$ cat config.mk
export PLATFORM = sky130hd
export DESIGN_NAME = dnp3tc_ctrl
export DESIGN_NICKNAME = d
export VERILOG_FILES = /design/src/rtl/dnp3tc_pkg.sv /design/src/rtl/dnp3tc_ctrl.sv
export VERILOG_INCLUDE_DIRS = /design/src /design/src/rtl
export SDC_FILE = /design/constraint.sdc
export NUM_CORES = 1
export LEC_CHECK = 0
export ABC_AREA = 1
export ABC_CLOCK_PERIOD_IN_PS = 1100
export BUFFER_PORTS_ARGS = -buffer_cell sky130_fd_sc_hd__buf_2
export CAP_MARGIN = 30
export CORE_AREA = 5 5 42 44
export CTS_BUF_LIST = sky130_fd_sc_hd__clkbuf_16
export CTS_CLUSTER_DIAMETER = 60
export DETAILED_ROUTE_END_ITERATION = 16
export DIE_AREA = 0 0 47 49
export PLACE_DENSITY_LB_ADDON = 0.12
export REMOVE_ABC_BUFFERS = 1
export SYNTH_ARGS = -nofsm -noshare
export SYNTH_HDL_FRONTEND = slang
export SYNTH_SLANG_ARGS = --single-unit
$ cat constraint.sdc
create_clock -name clk_i -period 1.1 [get_ports clk_i]
set_clock_uncertainty 0.15 [all_clocks]
set_input_delay 0.22 -clock clk_i [delete_from_list [all_inputs] [get_ports clk_i]]
set_output_delay 0.22 -clock clk_i [all_outputs]
set_load 0.05 [all_outputs]
$ cat src/rtl/dnp3_transaction_correlator_macros.svh
// Assertion macros shared by the correlator modules.
`ifndef DNP3_TRANSACTION_CORRELATOR_MACROS_SVH
`define DNP3_TRANSACTION_CORRELATOR_MACROS_SVH

// Same-cycle implication, checked out of reset.
`define DNP3_ASSERT_IMP(label, ante, cons, msg) \
  label: assert property (@(posedge clk_i) disable iff (!rst_ni) (ante) |-> (cons)) \
    else $error(msg);

// Next-cycle implication, checked out of reset.
`define DNP3_ASSERT_NXT(label, ante, cons, msg) \
  label: assert property (@(posedge clk_i) disable iff (!rst_ni) (ante) |=> (cons)) \
    else $error(msg);

`endif

$ cat src/rtl/dnp3tc_pkg.sv
// Shared constants, types and command/status structs for the correlator.
package dnp3tc_pkg;

  localparam int PEND_N = 64;
  localparam int STRM_N = 64;
  localparam int SCAN_N = (PEND_N > STRM_N) ? PEND_N : STRM_N;
  localparam int PAW    = $clog2(PEND_N);
  localparam int SAW    = $clog2(STRM_N);
  localparam int CW     = $clog2(SCAN_N + 1);

  localparam logic [7:0] FN_CONFIRM  = 8'd0;
  localparam logic [7:0] FN_NOACK    = 8'd6;
  localparam logic [7:0] FN_RESP_MIN = 8'd128;
  localparam logic [7:0] FN_UNSOL    = 8'd130;

  typedef enum logic [2:0] {
    K_LINK  = 3'd0,
    K_UNSOL = 3'd1,
    K_CONF  = 3'd2,
    K_REQ   = 3'd3,
    K_RESP  = 3'd4
  } kind_e;

  typedef enum logic [2:0] {
    ACT_LINK       = 3'd0,
    ACT_UNSOL_DONE = 3'd1,
    ACT_UNSOL_WAIT = 3'd2,
    ACT_CONFIRMED  = 3'd3,
    ACT_NOACK_DONE = 3'd4,
    ACT_REQ_WAIT   = 3'd5,
    ACT_RESP_DONE  = 3'd6,
    ACT_FRAG_WAIT  = 3'd7
  } action_e;

  typedef enum logic [2:0] {
    ST_IDLE   = 3'b001,
    ST_SCAN   = 3'b010,
    ST_COMMIT = 3'b100
  } state_e;

  typedef struct packed {
    logic [47:0] circ;
    logic [20:0] tag;
    logic [15:0] txn;
  } pend_ent_t;

  typedef struct packed {
    logic [63:0] key;
    logic [3:0]  seq;
  } strm_ent_t;

  typedef struct packed {
    logic start;
    logic scan;
    logic commit;
  } dp_cmd_t;

  typedef struct packed {
    logic scan_done;
    logic out_free;
  } dp_status_t;

endpackage

$ cat src/rtl/dnp3tc_ctrl.sv
// Controller state machine: accept, table scan, commit.
`include "dnp3_transaction_correlator_macros.svh"
module dnp3tc_ctrl import dnp3tc_pkg::*; (
  input  logic       clk_i,
  input  logic       rst_ni,
  input  logic       in_valid_i,
  output logic       in_stall_o,
  input  dp_status_t status_i,
  output dp_cmd_t    cmd_o
);

  state_e state_q, state_d;

  // next state and commands
  always_comb begin
    state_d = state_q;
    cmd_o   = '0;
    case (state_q)
      ST_IDLE: begin
        if (in_valid_i) begin
          cmd_o.start = 1'b1;
          state_d     = ST_SCAN;
        end
      end
      ST_SCAN: begin
        cmd_o.scan = 1'b1;
        if (status_i.scan_done) state_d = ST_COMMIT;
      end
      ST_COMMIT: begin
        if (status_i.out_free) begin
          cmd_o.commit = 1'b1;
          state_d      = ST_IDLE;
        end
      end
      default: state_d = ST_IDLE;
    endcase
  end

  assign in_stall_o = (state_q != ST_IDLE);

  always_ff @(posedge clk_i or negedge rst_ni) begin
    if (!rst_ni) state_q <= ST_IDLE;
    else         state_q <= state_d;
  end

  `DNP3_ASSERT_NXT(a_accept_scan, in_valid_i && !in_stall_o, state_q == ST_SCAN,
                   "accepted request did not start a scan")
  `DNP3_ASSERT_IMP(a_done_in_scan, cmd_o.commit, state_q == ST_COMMIT && status_i.out_free,
                   "commit outside commit state")

endmodule

==> results.yml, run 1 <==
status:
  status: "finished, violations left"
  violations: "setup timing"
critical_path:
  critPathRequiredTime_ps: 730
  arrival_ps: 1210
  rrSetupSlack_ps: -320
  critPathBufInv: 2
  critPathKind: "reg -> out"
  crit_path_max_incr_delay_ps: 520
  endpoint_kind: "output pin"
  worstReg2RegStart: "state_q[0]"
  rr_worst_depth: 8
  crit_chain: "inv_2, nor2_4, nand2_2, nor2_2, buf_6"
  startpoint_type: "register"
  worst-path-max-fanout: 3
  timing.rr.end: "state_q[0]"
  path_delay_family: "flip-flops"
  critPathSlowestCell: "dfstp_2"
cts:
  cts.sink_count: 3
  root_buffer: "clkbuf_16"
  cts_max_path_buffers: 2
  cts_made_buffers: 3
  htree_levels: 1
  clk_pin_slew_ps: 30
  tritoncts: "yes"
  clk_latency_ps: 220
logic_synthesis:
  synth_area_leader_cell: "dfrtp_1"
  yosys-top-cells-area: "dfrtp_1, dfstp_2, inv_1"
  ys_ff_latch: 3
  yosysSeqAreaShare_pct: 41.50
  async_flop_share_pct: 100.0
  yosysUniqueCellTypes: 11
  syn-cell-area_um2: 183.9
  synth_top_area_share_pct: 27.21
  yosys-top-cells-count: "inv_1, nand2_1, nand3_1, nor2_1"
  synth-edff-count: 0
  avgSynthCellArea_um2: 6.812
  syn_inst: 27
  synthFlopType: "dfrtp_1"
  ys_warn_count: 0
global_routing:
  grt_pass1_wl_um: 834
  gr-total-overflow: 0
  grt_antenna_before_repair: 0
  grt_usage_pct: 5.775
  grt_max_degree: 4
  grt_pass1_vias: 219
route:
  drt-total-wl_um: 539
  drcViolationCount: 0
  ant_nets: 0
  viasPerCell: 3.672
  wire_per_inst_um: 8.422
  num_vias: 235
  drtPass1Iterations: 2
  drt-initial-drc-count: 4
layout:
  diodes: 0
  drive_above_1_share_pct: 62.50
  largest_registers: "state_q (3)"
  layout.nets: 54
  largest-register: "state_q"
  largest_reg_flops: 3
  area_growth_pct: 140.8
  final_cells: 64
pwr:
  clockPowerShare_pct: 34.5
  finalPower_uw: 1649
  internal_power_uw: 1012
  switchingPower_uw: 637.8
  netSwitchingFraction_pct: 38.67
  p_leak_uw: 0.0002547
  combPwrFrac_pct: 51.9
  p_seq_share_pct: 13.6
  ir_drop_mv: 1.059
  power_density_mw_per_mm2: 3724
floorplan:
  fp-row-count: 14
  die_area_mm2: 0.002303
  die-height_um: 49
  io_pins: 9
  start_util_pct: 13.12
  die_w_um: 47
  coreArea_mm2: 0.001401
place:
  dp_hpwl_um: 374.1
  port_buffers: 8
  place_congestion: 0.7773
  post-place-cells: 56
timing:
  drv_slew: 0
  layout_setup_ws_ps: -477.5
  period_minus_slack_ps: 1577
  slew_headroom_pct: 83.57
  hold_viol: 0
  timing.fmax_mhz: 633.9
  setup_viol: 7
  rsz0062_at_grt: "true"
  tightest_slew_ps: 248.1
  finalCritPeriodShare_pct: 143.4
job:
  cap_violations: 0
min_path:
  hold_class: "in -> async"
metrics by stage:
stage / worst slack [ps] / util (%) / TNS [ps] / hold WS [ps] / area, um^2
finish: -477.5 / 31.61 / -2414 / 171.3 / 442.9
global route: -535.5 / 31.61 / -2834 / 175.6 / 442.9
CTS: -486.1 / 30.54 / -2277 / 173.5 / 427.9
detailed placement: -342.4 / 20.09 / -1391 / -132.9 / 281.5
global placement: -342.5 / 20.09 / -1423 / -136.6 / 281.5
floorplan: -849.1 / - / -1961 / -225.6 / 183.9
worst max path at each step:
stage | start | to | slack [ps] | cells past startpoint
floorplan | state_q[0] | cmd_o[2] | -850 | 4
global placement | state_q[0] | cmd_o[2] | -340 | 5
detailed placement | state_q[0] | cmd_o[2] | -340 | 5
CTS | state_q[0] | cmd_o[2] | -490 | 5
global route | state_q[0] | cmd_o[2] | -540 | 5
finish | state_q[0] | cmd_o[2] | -480 | 5
worst reg2reg max path, stage by stage (launching register included):
cell and delay [ps]:
dfstp_2 520, inv_2 50, buf_4 140, nand2_4 60, buf_4 100, buf_6 70
buf_4 90, nand2_1 40, o21ai_1 120
area by class of cell:
class,count,area (um^2)
Clock inverter,1,3.754
Multi-Input combinational cell,17,100.1
Fill cell,154,958.4
Sequential cell,3,77.57
Tap cell,16,20.02
Clock buffer,3,75.07
Inverter,7,26.28
Timing Repair Buffer,17,140.1
cells by family (layout without fill, tap and decap cells):
family | after synthesis | in the layout | synth area share, %
buffers and inverters | 7 | 28 | 14.29
flip-flops | 3 | 3 | 41.50
AO/OA/AOI/OAI | 3 | 3 | 9.526
AND/OR/NAND/NOR | 14 | 14 | 34.69
timing repair:
action / 4_1_cts / 5_1_grt
hold endpoints to repair: 3 / 0
pin swaps: 4 / 0
hold buffers: 1 / 0
endpoints found under the setup margin: 7 / 7
resized for setup: 14 / 2
buffers inserted: 2 / 1
power groups by stage:
stage	logic, uW	clock network [uW]	registers, uW
2_1_floorplan	441	0	213
3_3_place_gp	655	0	221
3_5_place_dp	648	0	218
4_1_cts	820	581	226
5_1_grt	923	601	233
6_report	856	569	225
placed cells by master (no fill, tap or decap):
cell	count
buf_8	1
buf_6	4
clkbuf_16	3
nand2_2	1
inv_1	5
inv_2	3
o21ai_1	1
nor2_2	2
nand2_1	4
nor2_1	2
dlygate4sd3_1	1
dfrtp_1	1
nand3_1	3
o21bai_1	1
buf_2	5
buf_4	6
dfrtp_2	1
o21ai_2	1
nor2_4	1
nand2_4	1
dfstp_2	1
per-layer routing:
| metal | vias to the layer above | part of all wire (%) | global-route usage (%) |
|---|---|---|---|
| met2 | 5 | 55 | 7.014 |
| met4 | 0 | 0 | 8.295 |
| met3 | 0 | 3.5 | 3.321 |
| met1 | 109 | 41 | 5.275 |
| met5 | - | 0 | 0 |
| li1 | 121 | - | - |
No activity file was read; power rests on OpenSTA's default activity.
==> inputs of run 2 (changes only) <==
Settings changed: ABC_AREA 1 to unset, BUFFER_PORTS_ARGS -buffer_cell sky130_fd_sc_hd__buf_2 to -buffer_cell sky130_fd_sc_hd__buf_4.
==> run 2 against run 1 <==
Largest cell class unchanged. Area after synthesis decreased by 7.5%. Hold slack got worse by 48 ps. Highest routed layer is now met4. Register-to-register slack barely moved. Critical endpoint is now in_stall_o. Largest power group unchanged. The run still ends with setup timing left. Combinational power is 13% higher. Cell count is 13% lower. First-iteration DRC count decreased by 75%. Utilization is 7.1 points higher. Clock-buffer cell count is the same. Fmax fell by 4.9%. Non-clock buffer count up 3.
==> results.yml, run 2 <==
status:
  status: "finished, violations left"
  violations: "setup timing"
route:
  num_vias: 241
  ant_nets: 0
  drt-total-wl_um: 684
  wire_per_inst_um: 12.21
  drtPass1Iterations: 2
  drt-initial-drc-count: 1
  viasPerCell: 4.304
  drcViolationCount: 0
timing:
  layout_setup_ws_ps: -559.6
  slew_headroom_pct: 81.89
  hold_ws_ps: 123.4
  setup_viol: 7
  period_minus_slack_ps: 1660
  timing.fmax_mhz: 602.6
  hold_viol: 0
  finalCritPeriodShare_pct: 150.9
  drv_slew: 0
  rsz0062_at_grt: "true"
  tightest_slew_ps: 270.6
critical_path:
  cp-endpoint: "in_stall_o"
  rr_worst_depth: 5
  critPathRequiredTime_ps: 730
  cp-startpoint: "state_q[0]"
  rrSetupSlack_ps: -310
  arrival_ps: 1290
  critPathKind: "reg -> out"
  endpoint_kind: "output pin"
  worstReg2RegStart: "state_q[0]"
  timing.rr.end: "state_q[1]"
  startpoint_type: "register"
  worst-path-max-fanout: 2
layout:
  area_growth_pct: 218.4
  nFillCells: 142
  layout_common_cells: "buf_6, buf_4, clkbuf_16"
  largest-register: "state_q"
  final_area_um2: 541.8
  mostFrequentLayoutCell: "buf_6"
  largest_registers: "state_q (3)"
  diodes: 0
  largest_reg_flops: 3
  drive_above_1_share_pct: 82.50
  layout.nets: 46
global_routing:
  grt_max_degree: 6
  grt_pass1_vias: 270
  grt_usage_pct: 7.817
  gr-total-overflow: 0
  grt_antenna_before_repair: 0
  grt_pass1_wl_um: 1207
logic_synthesis:
  yosysSeqAreaShare_pct: 44.85
  syn-cell-area_um2: 170.2
  synth-edff-count: 0
  yosys-top-cells-area: "dfrtp_1, dfstp_2, or3b_1"
  yosys-top-cells-count: "a21oi_1, dfrtp_1, nand3b_1, nor3_1, or3b_1"
  async_flop_share_pct: 100.0
  ys_warn_count: 0
  synthFlopType: "dfrtp_1"
  avgSynthCellArea_um2: 10.64
  synth_top_area_share_pct: 29.41
  synth_area_leader_cell: "dfrtp_1"
  syn_inst: 16
  ys_ff_latch: 3
  yosysUniqueCellTypes: 11
floorplan:
  die_w_um: 47
  fp-row-count: 14
  die-height_um: 49
  coreArea_mm2: 0.001401
  die_area_mm2: 0.002303
  io_pins: 9
  start_util_pct: 12.14
cts:
  clk_pin_slew_ps: 30
  clk_latency_ps: 220
  root_buffer: "clkbuf_16"
  cts_made_buffers: 3
  cts_max_path_buffers: 2
  cts.sink_count: 3
  tritoncts: "yes"
  htree_levels: 1
place:
  place_congestion: 0.6919
  port_buffers: 8
  dp_hpwl_um: 389.1
  dpl_cell_area_um2: 280.3
pwr:
  p_leak_uw: 0.0002298
  power_density_mw_per_mm2: 3166
  ir_drop_mv: 2.160
min_path:
  hold_start: "status_i[1]"
  hold_class: "in -> reg"
job:
  cap_violations: 0
run 2: cell type report:
type | instances | area, um^2 | area share [%]
flip-flops and latches | 3 | 76.32 | 14.09
multi-input cells | 13 | 157.7 | 29.10
clock buffers | 3 | 75.07 | 13.86
well taps | 16 | 20.02 | 3.695
clock inverters | 1 | 3.754 | 0.6928
repair buffers | 20 | 209.0 | 38.57
run 2: how the worst min path moves through the flow:
| stage | to | cells past startpoint |
|---|---|---|
| 6_report | state_q[1] | 3 |
| 5_1_grt | state_q[1] | 3 |
| 4_1_cts | state_q[1] | 3 |
| 3_5_place_dp | state_q[1] | 1 |
| 3_3_place_gp | state_q[1] | 1 |
| 2_1_floorplan | state_q[1] | 0 |
run 2: layer usage:
| metal | track usage [%] | vias to the layer above | routed length [um] |
|---|---|---|---|
| met5 | 0 | - | 0 |
| met4 | 2.765 | 0 | 7 |
| met3 | 6.642 | 3 | 70 |
| met2 | 11.76 | 11 | 354 |
| met1 | 7.692 | 114 | 252 |
| li1 | - | 113 | - |
run 2: worst max-delay path, stage by stage (launching register included):
cell,delay [ps]
dfstp_2,520
or3b_4,380
buf_8,160
run 2: logic make-up after synthesis:
family / count (synthesis) / share of synthesized area (%)
AOI/OAI and AO/OA: 2 / 5.883
DFF: 3 / 44.86
and+or+nand+nor: 11 / 49.26
run 2: report_power, final:
group	total [uW]	switching (uW)	leakage [uW]	internal [uW]
clock	562	93.6	0.0000423	468
combinational	963	450	0.000150	513
sequential	190	28.5	0.0000371	162
total	1720	572	0.000230	1140
run 2: what timing repair did:
action | in CTS | in global routing
setup endpoints to repair | 7 | 7
pin swaps | 7 | 4
hold buffers | 1 | 0
gates resized for setup | 27 | 2
hold endpoints to repair | 3 | 0
gates cloned | 0 | 0
buffers inserted | 7 | 1
run 2: per-stage QoR:
stage | total power (uW) | worst slack, ps | instances | setup TNS, ps | utilization [%]
after floorplan | 503.5 | -970.6 | 16 | -3372 | -
after global routing | 1795 | -588.1 | 56 | -3145 | 38.66
after CTS | 1715 | -552.6 | 56 | -2841 | 38.48
after global placement | 711.4 | -406.0 | 44 | -1795 | 20.00
final | 1715 | -559.6 | 56 | -2907 | 38.66
after detailed placement | 703.8 | -403.0 | 44 | -1766 | 20.00
==> inputs of run 3 (changes only) <==
Settings changed: ABC_CLOCK_PERIOD_IN_PS 1100 to 1800, PLACE_DENSITY set to 0.42, PLACE_DENSITY_LB_ADDON 0.12 to unset, SLEW_MARGIN set to 20.
Clock period 1.1 ns to 1.8 ns, I/O delays scaled along.
==> run 3 against run 2 <==
The run now ends clean. Cell count is 18% lower. Non-clock buffer count is 10 lower. First-iteration DRC count grew to 3.0 times the previous value. Highest routed layer unchanged. Clock-buffer cell count stayed put. Via count is 22% lower. Hold slack better by 130 ps. Largest cell class is now multi-input gates. Clock power is 37% lower. Wire length is 26% lower. Worst setup slack better by 560 ps. Sequential cell count stayed put. Critical path depth stayed put.
==> results.yml, run 3 (same netlist as run 2, synthesis figures left out) <==
global_routing:
  grt_pass1_vias: 202
  grt_pass1_wl_um: 883
  grt_max_degree: 10
  grt_antenna_before_repair: 0
  grt_usage_pct: 6.554
  gr-total-overflow: 0
cts:
  cts.sink_count: 3
  cts_made_buffers: 3
  clk_pin_slew_ps: 30
  tritoncts: "yes"
  clk_latency_ps: 230
  htree_levels: 1
  root_buffer: "clkbuf_16"
  cts_max_path_buffers: 2
pwr:
  p_leak_uw: 0.0001572
  power_density_mw_per_mm2: 2177
  ir_drop_mv: 0.7542
layout:
  layout_common_cells: "buf_4, clkbuf_16"
  final_cells: 46
  diodes: 0
  drive_above_1_share_pct: 53.33
  area_growth_pct: 119.1
  largest-register: "state_q"
  largest_registers: "state_q (3)"
  nFillCells: 156
  layout.nets: 36
  fin_util_pct: 26.61
  mostFrequentLayoutCell: "buf_4"
  largest_reg_flops: 3
floorplan:
  fp-row-count: 14
  start_util_pct: 12.14
  io_pins: 9
  die_w_um: 47
  die-height_um: 49
  coreArea_mm2: 0.001401
  die_area_mm2: 0.002303
critical_path:
  startpoint_type: "register"
  critPathBufInv: 1
  arrival_ps: 1290
  crit_chain: "or3b_4, buf_8"
  rrSetupSlack_ps: 590
  path_delay_family: "flip-flops"
  endpoint_kind: "output pin"
  critPathKind: "reg -> out"
  crit_path_max_incr_delay_ps: 530
  worst-path-max-fanout: 2
  critPathSlowestCell: "dfstp_2"
  critPathRequiredTime_ps: 1290
job:
  cap_violations: 0
timing:
  timing.fmax_mhz: 555.9
  hold_viol: 0
  finalCritPeriodShare_pct: 99.93
  rsz0062_at_grt: "true"
  drv_slew: 0
  period_minus_slack_ps: 1799
  tightest_slew_ps: 264.2
  slew_headroom_pct: 82.14
  setup_viol: 0
  tns_ps: 0
route:
  drcViolationCount: 0
  ant_nets: 0
  drtPass1Iterations: 2
  drt-initial-drc-count: 3
  wire_per_inst_um: 11.02
  num_vias: 189
  drt-total-wl_um: 507
  viasPerCell: 4.109
place:
  port_buffers: 8
  post-place-cells: 40
  place_congestion: 0.6417
min_path:
  hold_class: "in -> reg"
status:
  status: "finished, final reports clean"
[run 3: cell count changes in the layout (fill, tap and decap cells not counted)]
cell,delta
or3b_1,+1
nor3_1,+2
buf_6,-10
a21oi_2,-2
nor3b_4,-1
nor4b_1,+1
a21oi_1,+2
nand2_2,-1
nor3b_2,+1
or3b_4,-1
nand2_1,+1
nor4b_4,-1
nor3_4,-2
[run 3: routing by layer]
layer  track usage (%)  vias to the layer above  wire length [um]  share of wire (%)
li1                  -                       90                 -                  -
met1             6.167                       85               195                 38
met2             6.561                       10               213                 42
met3             5.535                        4                54                 11
met4             9.677                        0                44                8.7
met5                 0                        -                 0                  0
[run 3: per-stage QoR]
stage | hold slack [ps] | cell area (um^2) | setup slack [ps] | power, uW
after floorplan | -85.59 | 170.2 | -348.7 | 307.7
after global placement | -0.2783 | 250.2 | 69.89 | 381.0
after detailed placement | 2.955 | 250.2 | 69.44 | 381.9
after CTS | 253.6 | 360.3 | -8.952 | 804.5
after global routing | 275.2 | 372.9 | -38.53 | 857.4
final | 255.7 | 372.9 | 1.178 | 811.6
[run 3: what timing repair did]
item,CTS,global route
gates resized for setup,4,3
buffers inserted,1,0
endpoints found under the setup margin,1,3
hold endpoints to repair,3,0
gates cloned,0,0
hold buffers,1,0
pin swaps,0,1
[run 3: where the power goes]
part           switching (uW)  internal [uW]  leakage, uW  total, uW
sequential               31.9           98.7    0.0000371        131
combinational             172            157    0.0000778        328
clock                    65.9            287    0.0000423        353
total                     270            542     0.000157        812
[run 3: area by class of cell]
type / count / area (um^2) / share of cell area [%]
Clock inverter: 1 / 3.754 / 1.007
Clock buffer: 3 / 75.07 / 20.13
Timing Repair Buffer: 10 / 96.34 / 25.84
Tap cell: 16 / 20.02 / 5.369
Multi-Input combinational cell: 13 / 101.3 / 27.18
Sequential cell: 3 / 76.32 / 20.47
[run 3: tightest hold or removal path: stages]
cell and delay, ps:
buf_4 80, or3b_1 90, a21oi_1 50
[run 3: worst paths after layout]
path	to	from	cells after the start
setup / recovery	in_stall_o	state_q[0]	2
hold / removal	state_q[1]	status_i[1]	3
setup reg to reg	state_q[1]	state_q[0]	3
hold reg to reg	state_q[1]	state_q[2]	1
max in group asynchronous	state_q[0]	rst_ni	2
min in group asynchronous	state_q[1]	rst_ni	2
